===== config.mk =====
export PLATFORM = sky130hd
export DESIGN_NAME = static_table_key_search
export DESIGN_NICKNAME = d
export VERILOG_FILES = /design/src/sv/stks_pkg.sv /design/src/sv/static_table_key_search.sv /design/src/sv/stks_key_mem.sv /design/src/sv/stks_search_ctl.sv
export SDC_FILE = /design/constraint.sdc
export NUM_CORES = 2
export LEC_CHECK = 0
export BUFFER_PORTS_ARGS = -buffer_cell sky130_fd_sc_hd__buf_2
export CAP_MARGIN = 20
export CORE_ASPECT_RATIO = 1.75
export CORE_UTILIZATION = 40
export CTS_BUF_LIST = sky130_fd_sc_hd__clkbuf_2
export CTS_CLUSTER_SIZE = 14
export DETAILED_ROUTE_END_ITERATION = 12
export GPL_TIMING_DRIVEN = 0
export SLEW_MARGIN = 10
export SYNTH_ARGS = -nofsm -noshare
export SYNTH_HDL_FRONTEND = slang
export SYNTH_HIERARCHICAL = 1
export SYNTH_SLANG_ARGS = --single-unit
export TNS_END_PERCENT = 1

===== constraint.sdc =====
create_clock -name i_clk -period 20.3 [get_ports i_clk]
set_clock_uncertainty 0.05 [all_clocks]
set_input_delay 2.03 -clock i_clk [delete_from_list [all_inputs] [get_ports i_clk]]
set_output_delay 2.03 -clock i_clk [all_outputs]
set_load 0.02 [all_outputs]

===== src/sv/stks_pkg.sv =====
// ----------------------------------------------------------------------------
// stks_pkg
// Types and codes shared by the static table key search block.
// ----------------------------------------------------------------------------
package stks_pkg;

    localparam int POS_W = 8;
    localparam int KEY_W = 32;

    localparam logic [1:0] MODE_WRITE = 2'd0;
    localparam logic [1:0] MODE_SEQ   = 2'd1;
    localparam logic [1:0] MODE_BIN   = 2'd2;

    typedef struct packed {
        logic [1:0]              mode;
        logic [POS_W-1:0]        slot;
        logic signed [KEY_W-1:0] key_value;
    } t_in_item;

    typedef struct packed {
        logic [POS_W-1:0] position;
        logic             found;
    } t_res_item;

    // Key memory access, addressed by table position (1-based)
    typedef struct packed {
        logic             wr_en;
        logic [POS_W-1:0] wr_pos;
        logic [KEY_W-1:0] wr_key;
        logic             rd_en;
        logic [POS_W-1:0] rd_pos;
    } t_mem_req;

endpackage


===== src/sv/static_table_key_search.sv =====
// ----------------------------------------------------------------------------
// static_table_key_search
// Key table with sequential and binary search over positions 1..entry_count.
// ----------------------------------------------------------------------------
// Usage:
//   Input channel i_valid / o_stall carries i_in (mode, slot, key_value).
//   A transfer happens on a rising edge with i_valid high and o_stall low.
//   A write item stores key_value at slot and gives no result;
//   slot 0, slots beyond the table and mode 3 are dropped.
//   A sequential search compares one table entry per cycle, set by the
//   single read port of the key memory, from position entry_count down;
//   entry_count is capped at TABLE_DEPTH, so at most TABLE_DEPTH entries
//   are compared.
//   A binary search probes one entry per cycle. An empty table answers
//   not found without a table read.
//   The next item is taken the cycle after the result enters the output
//   register; o_stall stays high from a search's transfer until then.
//   Output channel o_valid / i_stall carries o_out (position, found); while
//   i_stall is high a valid result holds and a finished search waits in the
//   sequencer, keeping o_stall high.
//   Reset clears entry_count to 0 and empties the pipeline; table contents
//   are undefined until written. i_cfg_we writes entry_count from i_cfg_data;
//   the user must assert it only while the block is idle; it is not enforced.
// ----------------------------------------------------------------------------
module static_table_key_search #(
    parameter int TABLE_DEPTH = 128
) (
    input  logic                        i_clk,
    input  logic                        i_rst_n,
    input  logic                        i_cfg_we,
    input  logic [stks_pkg::POS_W-1:0]  i_cfg_data,
    input  logic                        i_valid,
    output logic                        o_stall,
    input  stks_pkg::t_in_item          i_in,
    output logic                        o_valid,
    input  logic                        i_stall,
    output stks_pkg::t_res_item         o_out
);

    stks_pkg::t_mem_req          mem_req;
    logic [stks_pkg::KEY_W-1:0]  rd_key;

    stks_key_mem #(
        .TABLE_DEPTH (TABLE_DEPTH)
    ) u_key_mem (
        .i_clk    (i_clk),
        .i_req    (mem_req),
        .o_rd_key (rd_key)
    );

    stks_search_ctl #(
        .TABLE_DEPTH (TABLE_DEPTH)
    ) u_search_ctl (
        .i_clk      (i_clk),
        .i_rst_n    (i_rst_n),
        .i_cfg_we   (i_cfg_we),
        .i_cfg_data (i_cfg_data),
        .i_valid    (i_valid),
        .o_stall    (o_stall),
        .i_in       (i_in),
        .o_valid    (o_valid),
        .i_stall    (i_stall),
        .o_out      (o_out),
        .o_req      (mem_req),
        .i_rd_key   (rd_key)
    );

endmodule


===== src/sv/stks_key_mem.sv =====
// ----------------------------------------------------------------------------
// stks_key_mem
// Key table: one write port and one read port, read data registered.
// ----------------------------------------------------------------------------
module stks_key_mem #(
    parameter int TABLE_DEPTH = 128
) (
    input  logic                        i_clk,
    input  stks_pkg::t_mem_req          i_req,
    output logic [stks_pkg::KEY_W-1:0]  o_rd_key
);

    localparam int AW = $clog2(TABLE_DEPTH);
    localparam int XW = (AW > stks_pkg::POS_W) ? AW : stks_pkg::POS_W;

    logic [stks_pkg::KEY_W-1:0] mem [TABLE_DEPTH];
    logic [stks_pkg::KEY_W-1:0] r_rd_key;
    logic [XW-1:0]              wr_ext;
    logic [XW-1:0]              rd_ext;
    logic [AW-1:0]              wr_addr;
    logic [AW-1:0]              rd_addr;

    // position p lives at address p - 1
    assign wr_ext  = XW'(i_req.wr_pos - stks_pkg::POS_W'(1));
    assign rd_ext  = XW'(i_req.rd_pos - stks_pkg::POS_W'(1));
    assign wr_addr = wr_ext[AW-1:0];
    assign rd_addr = rd_ext[AW-1:0];

    always_ff @(posedge i_clk) begin
        if (i_req.wr_en) begin
            mem[wr_addr] <= i_req.wr_key;
        end
        if (i_req.rd_en) begin
            r_rd_key <= mem[rd_addr];
        end
    end

    assign o_rd_key = r_rd_key;

endmodule


===== src/sv/stks_search_ctl.sv =====
// ----------------------------------------------------------------------------
// stks_search_ctl
// Search sequencer: issues one table read a cycle while searching, compares, holds result.
// ----------------------------------------------------------------------------
module stks_search_ctl #(
    parameter int TABLE_DEPTH = 128
) (
    input  logic                          i_clk,
    input  logic                          i_rst_n,
    input  logic                          i_cfg_we,
    input  logic [stks_pkg::POS_W-1:0]    i_cfg_data,
    input  logic                          i_valid,
    output logic                          o_stall,
    input  stks_pkg::t_in_item            i_in,
    output logic                          o_valid,
    input  logic                          i_stall,
    output stks_pkg::t_res_item           o_out,
    output stks_pkg::t_mem_req            o_req,
    input  logic [stks_pkg::KEY_W-1:0]    i_rd_key
);

    localparam int PW = stks_pkg::POS_W;
    localparam logic [PW-1:0] CNT_CAP = PW'((TABLE_DEPTH > 255) ? 255 : TABLE_DEPTH);

    typedef enum logic [3:0] {
        S_IDLE = 4'b0001,
        S_SEQ  = 4'b0010,
        S_BIN  = 4'b0100,
        S_HOLD = 4'b1000
    } t_state;

    t_state                 r_state, n_state;
    logic [PW-1:0]          r_count;
    logic [PW-1:0]          r_scan, n_scan;
    logic [PW:0]            r_low, n_low;
    logic [PW:0]            r_high, n_high;
    logic [PW-1:0]          r_mid, n_mid;
    logic signed [stks_pkg::KEY_W-1:0] r_key, n_key;
    stks_pkg::t_res_item    r_res, n_res;
    stks_pkg::t_res_item    r_out;
    logic                   r_out_valid;

    logic                   accept;
    logic                   out_free;
    logic [PW-1:0]          active;
    logic                   key_hit;
    logic                   key_below;
    logic [PW:0]            nl, nh;
    logic [PW+1:0]          mid_sum;
    logic [PW+1:0]          mid_sum0;

    assign o_stall  = (r_state != S_IDLE);
    assign accept   = i_valid && !o_stall;
    assign out_free = !r_out_valid || !i_stall;
    assign active   = (r_count > CNT_CAP) ? CNT_CAP : r_count;
    assign key_hit  = ($signed(i_rd_key) == r_key);
    assign key_below = (r_key < $signed(i_rd_key));
    assign mid_sum0 = (PW+2)'(1) + (PW+2)'(active);

    always_comb begin
        n_state = r_state;
        n_scan  = r_scan;
        n_low   = r_low;
        n_high  = r_high;
        n_mid   = r_mid;
        n_key   = r_key;
        n_res   = r_res;
        nl      = r_low;
        nh      = r_high;
        mid_sum = '0;
        o_req   = '0;
        case (r_state)
            S_IDLE: begin
                if (accept) begin
                    n_key = i_in.key_value;
                    case (i_in.mode)
                        stks_pkg::MODE_WRITE: begin
                            o_req.wr_en  = (i_in.slot != '0) && (i_in.slot <= CNT_CAP);
                            o_req.wr_pos = i_in.slot;
                            o_req.wr_key = i_in.key_value;
                        end
                        stks_pkg::MODE_SEQ: begin
                            n_scan = active;
                            if (active == '0) begin
                                n_res   = '0;
                                n_state = S_HOLD;
                            end else begin
                                o_req.rd_en  = 1'b1;
                                o_req.rd_pos = active;
                                n_state      = S_SEQ;
                            end
                        end
                        stks_pkg::MODE_BIN: begin
                            n_low  = (PW+1)'(1);
                            n_high = (PW+1)'(active);
                            n_mid  = PW'(mid_sum0 >> 1);
                            if (active == '0) begin
                                n_res   = '0;
                                n_state = S_HOLD;
                            end else begin
                                o_req.rd_en  = 1'b1;
                                o_req.rd_pos = PW'(mid_sum0 >> 1);
                                n_state      = S_BIN;
                            end
                        end
                        default: begin
                            // unused mode: drop the item
                        end
                    endcase
                end
            end
            S_SEQ: begin
                if (key_hit) begin
                    n_res.position = r_scan;
                    n_res.found    = 1'b1;
                    n_state        = S_HOLD;
                end else if (r_scan == PW'(1)) begin
                    n_res   = '0;
                    n_state = S_HOLD;
                end else begin
                    n_scan       = r_scan - PW'(1);
                    o_req.rd_en  = 1'b1;
                    o_req.rd_pos = r_scan - PW'(1);
                end
            end
            S_BIN: begin
                if (key_hit) begin
                    n_res.position = r_mid;
                    n_res.found    = 1'b1;
                    n_state        = S_HOLD;
                end else begin
                    if (key_below) begin
                        nh = (PW+1)'(r_mid) - (PW+1)'(1);
                    end else begin
                        nl = (PW+1)'(r_mid) + (PW+1)'(1);
                    end
                    n_low   = nl;
                    n_high  = nh;
                    mid_sum = (PW+2)'(nl) + (PW+2)'(nh);
                    n_mid   = PW'(mid_sum >> 1);
                    if (nl > nh) begin
                        n_res   = '0;
                        n_state = S_HOLD;
                    end else begin
                        o_req.rd_en  = 1'b1;
                        o_req.rd_pos = PW'(mid_sum >> 1);
                    end
                end
            end
            S_HOLD: begin
                if (out_free) begin
                    n_state = S_IDLE;
                end
            end
            default: begin
                n_state = S_IDLE;
            end
        endcase
    end

    always_ff @(posedge i_clk) begin
        if (!i_rst_n) begin
            r_state     <= S_IDLE;
            r_count     <= '0;
            r_scan      <= '0;
            r_low       <= '0;
            r_high      <= '0;
            r_out_valid <= 1'b0;
        end else begin
            r_state <= n_state;
            r_scan  <= n_scan;
            r_low   <= n_low;
            r_high  <= n_high;
            if (i_cfg_we) begin
                r_count <= i_cfg_data;
            end
            // load the held result, or release the one just taken
            if (r_state == S_HOLD && out_free) begin
                r_out_valid <= 1'b1;
            end else if (!i_stall) begin
                r_out_valid <= 1'b0;
            end
        end
    end

    always_ff @(posedge i_clk) begin
        r_mid <= n_mid;
        r_key <= n_key;
        r_res <= n_res;
        if (r_state == S_HOLD && out_free) begin
            r_out <= r_res;
        end
    end

    assign o_valid = r_out_valid;
    assign o_out   = r_out;

    a_scan_nonzero: assert property (@(posedge i_clk) disable iff (!i_rst_n)
        (r_state == S_SEQ) |-> (r_scan != '0))
        else $error("sequential scan at position zero");

    a_bin_range: assert property (@(posedge i_clk) disable iff (!i_rst_n)
        (r_state == S_BIN) |-> (r_low <= r_high && (PW+1)'(r_mid) >= r_low
                                && (PW+1)'(r_mid) <= r_high))
        else $error("binary probe outside its range");

    a_search_busy: assert property (@(posedge i_clk) disable iff (!i_rst_n)
        (accept && (i_in.mode == stks_pkg::MODE_SEQ || i_in.mode == stks_pkg::MODE_BIN))
        |=> (r_state != S_IDLE))
        else $error("search transfer did not start a search");

    a_hold_push: assert property (@(posedge i_clk) disable iff (!i_rst_n)
        (r_state == S_HOLD && out_free) |=> (r_out_valid && r_out == $past(r_res)))
        else $error("held result not moved to output");

    a_found_pos: assert property (@(posedge i_clk) disable iff (!i_rst_n)
        r_out_valid |-> (r_out.found == (r_out.position != '0)))
        else $error("found flag disagrees with position");

endmodule


Word-level counts from Yosys, hierarchy flattened
Memory sizes are Yosys's and may differ from the RTL's. A register that Yosys moved wholly into a read port is not among the register bits.
Cells that the tools add are included.
{ "totals": {"regBits": 97, "ram_bits": 4096, "input_bits": 55, "out_inout_bits": 11, "mem_count": 1} }
{ "mem_list": {"columns": ["memory", "words", "word_bits", "rd", "rd_clocked_by_memory_dff", "wr", "line", "source"], "rows": [
  ["u_key_mem.mem", 128, 32, 1, 1, 1, "stks_key_mem.sv:16", "logic [stks_pkg::KEY_W-1:0] mem [TABLE_DEPTH];"]
]} }
{ "classes": {"add_sub_neg": 7, "n_lt_le_gt_ge": 4, "n_eq_ne": 22, "mux": 57, "n_reduce_logical": 19} }
{ "op_table": {"columns": ["op", "n"], "rows": [
  ["two-way mux 9 bit", 25],
  ["two-way mux 41 bit", 2],
  ["two-way mux 8 bit", 8],
  ["case mux 9 bit (2 select lines)", 3],
  ["case mux 9 bit (3 select lines)", 2],
  ["two-way mux 50 bit", 1],
  ["equality test 32 bit", 1],
  ["less-than comparator 32 bit", 1],
  ["two-way mux 4 bit", 8],
  ["case mux 8 bit (2 select lines)", 2],
  ["case mux 4 bit (4 select lines)", 1],
  ["subtractor 7 x 1 -> 7 bit, second input constant", 2],
  ["inequality test 2 bit, second input constant", 6],
  ["AND reduction 5 bit", 2],
  ["adder 1 x 8 -> 9 bit, first input constant", 1],
  ["adder 8 x 1 -> 9 bit, second input constant", 1],
  ["adder 9 bit", 1],
  ["> comparator 9 bit", 1],
  ["subtractor 8 x 1 -> 9 bit, second input constant", 1],
  ["equality test 8 x 1 -> 1 bit, second input constant", 1],
  ["> comparator 8 bit, second input constant", 1],
  ["<= comparator 8 bit, second input constant", 1],
  ["logical NOT 8 bit", 1],
  ["inequality test 2 x 1 -> 1 bit, second input constant", 4],
  ["other kinds (23)", 32]
]} }

Longest topological paths before layout
{ "depth": {"depth_word": 9, "ltp_mapped": 36, "ltp_nobuf": 27} }

Modules after synthesis
The synthesis kept the hierarchy.
{ "modules_own_cells": {"columns": ["module", "n_inst", "cells_per_inst", "area_each_um2"], "rows": [
  ["stks_key_mem", 1, 7024, 157661.2],
  ["stks_search_ctl", 1, 720, 6542.5]
]} }

Least setup slack after synthesis
OpenSTA, ideal clock, no wires.
{ "synth_timing": {"path_kind": "flip-flop to flip-flop", "from": "register u_search_ctl/r_key[22] (netlist bit)", "to": "register u_key_mem.r_rd_key, in the netlist u_key_mem/o_rd_key[11] (read register of u_key_mem.mem) (data pin)", "setup_ns": 0.268, "arrival_time_ns": 7.088, "t_required_ns": 19.982, "setup_slack_ns": 12.894, "stages_incl_launch_ff": 33, "path_buffers": 11, "path_cell_list": "edfxtp_1 ha_1 nand4_1 nor2_2 a221o_1 o31a_2 o31ai_4 buf_4 buf_2 nand2_1 o21ai_0 ha_1 buf_12 nor4b_1 nand3_1 o21ai_0 nand4_1 o211ai_1 buf_2 buf_2 buf_2 buf_2 inv_1 ha_1 clkbuf_1 buf_2 clkbuf_1 clkbuf_1 mux4_2 mux2i_1 nand2_1 a32oi_1 nand4_1"} }
{ "synth_rtl": {"columns": ["item", "line", "source"], "rows": [
  ["start, declared", "stks_search_ctl.sv:38", "logic signed [stks_pkg::KEY_W-1:0] r_key, n_key;"],
  ["start signal, assigned", "stks_search_ctl.sv:188", "r_key <= n_key;"],
  ["end, declared", "stks_key_mem.sv:17", "logic [stks_pkg::KEY_W-1:0] r_rd_key;"]
]} }

==> qor_table.md <==
| Parameter | Reported |
|:---|:---|
| CP Data Required Time | 21.87 ns |
| Power density over the cells | 84.7 nW/um^2 |
| Actual transition at the worst max-transition pin | 1.56 ns |
| Final Non-Filler Cells | 15.2k |
| Switching power of the nets | 4.19 mW |
| Wire length of the first global-routing pass | 770 mm |
| Mean post-synth cell area | 21.2 sq um |
| H-Tree Level Count | 6 |
| Count of buffers from port buffering | 63 |
| Post-route DRC | 0 |
| Synth-to-layout area growth | 14.0% |
| Top-level port count | 66 |
| MaxCap Viol Count | 0 |
| Total area of multi-input combinational cells | 36900 sq um |
| Via count of the first global-routing pass | 91.8k |
| Most frequent cells in the layout | 4186 x sky130_fd_sc_hd__edfxtp_1, 1262 x sky130_fd_sc_hd__clkbuf_2, 1062 x sky130_fd_sc_hd__mux4_2, 603 x sky130_fd_sc_hd__nand2_1, 218 x sky130_fd_sc_hd__clkbuf_1 |
| Synthesis warning total | 6 |
| Area of the core | 408000 sq um |
| Library cell used as clock root buffer | sky130_fd_sc_hd__clkbuf_2 |
| Number of DRC markers after the initial detailed-route iteration | 11.7k |
| Arrival time at the worst endpoint | 16.34 ns |
| Share of post-route cells with drive strength above 1 | 32.5% |
| Layout Utilization | 45.9% |
| Count of clock tree sinks | 4225 |
| Net Sw Frac | 26.5% |
| Width of the die | 486 microns |
| Fin crit share | 72.8% |
| Outcome | finished, violations left |
| Initial standard-cell utilization of the core | 40.3% |
| Row count | 310 |
| Area of all sequential standard cells | 126000 sq um |
| CP Class | reg2reg |
| Register clock-pin slew on the reported worst setup and hold paths | 0.12 ns |
| Total Routed Length | 575 mm |
| Final number of setup-violating endpoints | 0 |
| Number of nets in the finished design | 9139 |
| Post-synthesis net count | 7855 |
| Final critical path time including I/O delays and setup | 14.77 ns |
| Clock latency at the later pin of the worst-skew pair | 2.23 ns |
| Most common cell after layout, fill and taps aside | sky130_fd_sc_hd__edfxtp_1 |
| Placer Congestion | 0.984 |
| Final number of hold-violating endpoints | 0 |
| DR pass1 iterations | 7 |
| Pint | 11.7 mW |
| Path class of the lowest-slack min-delay path | in2reg |
| Total count of max-transition violations in the final report | 1 |
| Kind of capture point of the worst setup path | flop |
| Die span in y | 850 microns |
| Violated checks | slew limit |
| Fillers | 34.4k |
| Part of the total power dissipated in the clock network | 31.9% |
| Vias | 90.5k |
| Reported leakage power | 51.2 nW |
| IR Drop Worst-Case VDD | 50.8 uV |
| Top cell by count, worst path | sky130_fd_sc_hd__buf_2 |
| Maximum cell stage delay along the critical path | 0.84 ns |
| Number of gates given a new drive strength after cts | 0 |
| Post-synthesis instance area | 164000 sq um |
| Startpoint class of the critical path | flop |
| Total routing resource utilization after global routing | 27.7% |
| Timing-limited maximum frequency | 67.7 MHz |
| Number of buffers inserted during clock tree synthesis | 873 |
| Total negative slack | 0 ns |
| Worst rel slew slack | -4.00% |
| Drt via density | 5.97 |
| Post-placement cell count | 13.6k |
| Highest-delay cell along the critical path | sky130_fd_sc_hd__mux2i_1 |
| Count of hold-fix buffers inserted at cts | 37 |
| Antenna violations before repair | 52 |
| Antenna viol nets, final | 0 |
| Maximum fanout encountered on the critical timing path | 10 |
| Pin count of the biggest net entering global routing | 81 |
| TritonCTS clock tree | built |
| Reg power frac | 60.3% |
| Gate Count Post-Synth | 7740 |
| Setup Fix Bufs, Post-CTS | 0 |
| Overall overflow remaining after global route | 0 |
| HPWL after detailed placement | 406 mm |
| RSZ-0062 raised after global routing | false |
| Number of buffers on the longest clock path | 4 |
| Area enclosed by the die boundary | 413000 sq um |
| WL/cell | 38.0 microns |
| Combinational share of power | 7.8% |
[critical path, delay by kind of cell (launching register included)]
family | cells | cell delay (ns)
AND/OR/NAND/NOR | 6 | 2.55
multiplexers | 2 | 1.26
AO/OA/AOI/OAI | 6 | 2.14
buffers and inverters | 13 | 6.20
flip-flops | 1 | 0.47
adder cells (fa/ha/maj) | 3 | 1.29
[power by group through the flow]
| stage | clock, mW | combinational (mW) | sequential (mW) |
|---|---|---|---|
| global route | 5.52 | 1.24 | 9.55 |
| finish | 5.05 | 1.24 | 9.55 |
| floorplan | 0 | 0.530 | 9.75 |
| global placement | 0 | 1.11 | 9.77 |
| detailed placement | 0 | 1.18 | 9.75 |
| CTS | 5.15 | 1.19 | 9.55 |
[stage by stage]
step                total power [mW]  hold WS (ns)  area, sq um  setup WS [ns]
finish                          15.8         0.171       187000           5.53
floorplan                       10.3         0.350       164000          12.89
global route                    16.3       -0.0306       187000           5.86
detailed placement              10.9         0.357       179000           6.32
CTS                             15.9       0.00305       187000           6.30
global placement                10.9         0.359       171000           4.33
[area by class of cell]
class / count / share of cell area [%]
inverters: 65 / 0.130
well taps: 5460 / 3.65
diodes: 52 / 0.0695
repair buffers: 409 / 3.75
plain buffers: 426 / 1.01
flip-flops and latches: 4225 / 67.6
multi-input cells: 3024 / 19.7
clock inverters: 279 / 0.815
clock buffers: 1222 / 3.27
[path summary, 6_finish.rpt]
path                            slack, ns                      to  cells after the start                   start
worst max-delay path                 5.53  u_key_mem/o_rd_key[13]                     30  u_key_mem/o_rd_key[31]
worst min-delay path                 0.17  u_search_ctl/r_key[12]                      1                i_in[12]
worst max register to register       5.53  u_key_mem/o_rd_key[13]                     30  u_key_mem/o_rd_key[31]
worst min register to register       0.38   u_search_ctl/o_out[0]                      0   u_search_ctl/r_res[0]
[layer usage]
layer / global-route usage [%] / wire length, microns
met2: 46.7 / 289000
met5: 0 / 84
met1: 28.5 / 175000
met3: 6.38 / 50200
met4: 25.7 / 61700
[registers in the layout, summed over array words and instances (netlist names)]
name	cells
u_search_ctl/r_scan	8
u_search_ctl/r_mid	8
u_key_mem/mem	4096
u_search_ctl/o_valid	1
u_search_ctl/o_out	9
u_search_ctl/r_count	8
u_search_ctl/r_state	4
u_search_ctl/r_high	9
u_search_ctl/r_res	9
u_search_ctl/r_key	32
u_search_ctl/r_low	9
u_key_mem/o_rd_key	32
No activity file was read; power rests on OpenSTA's default activity.
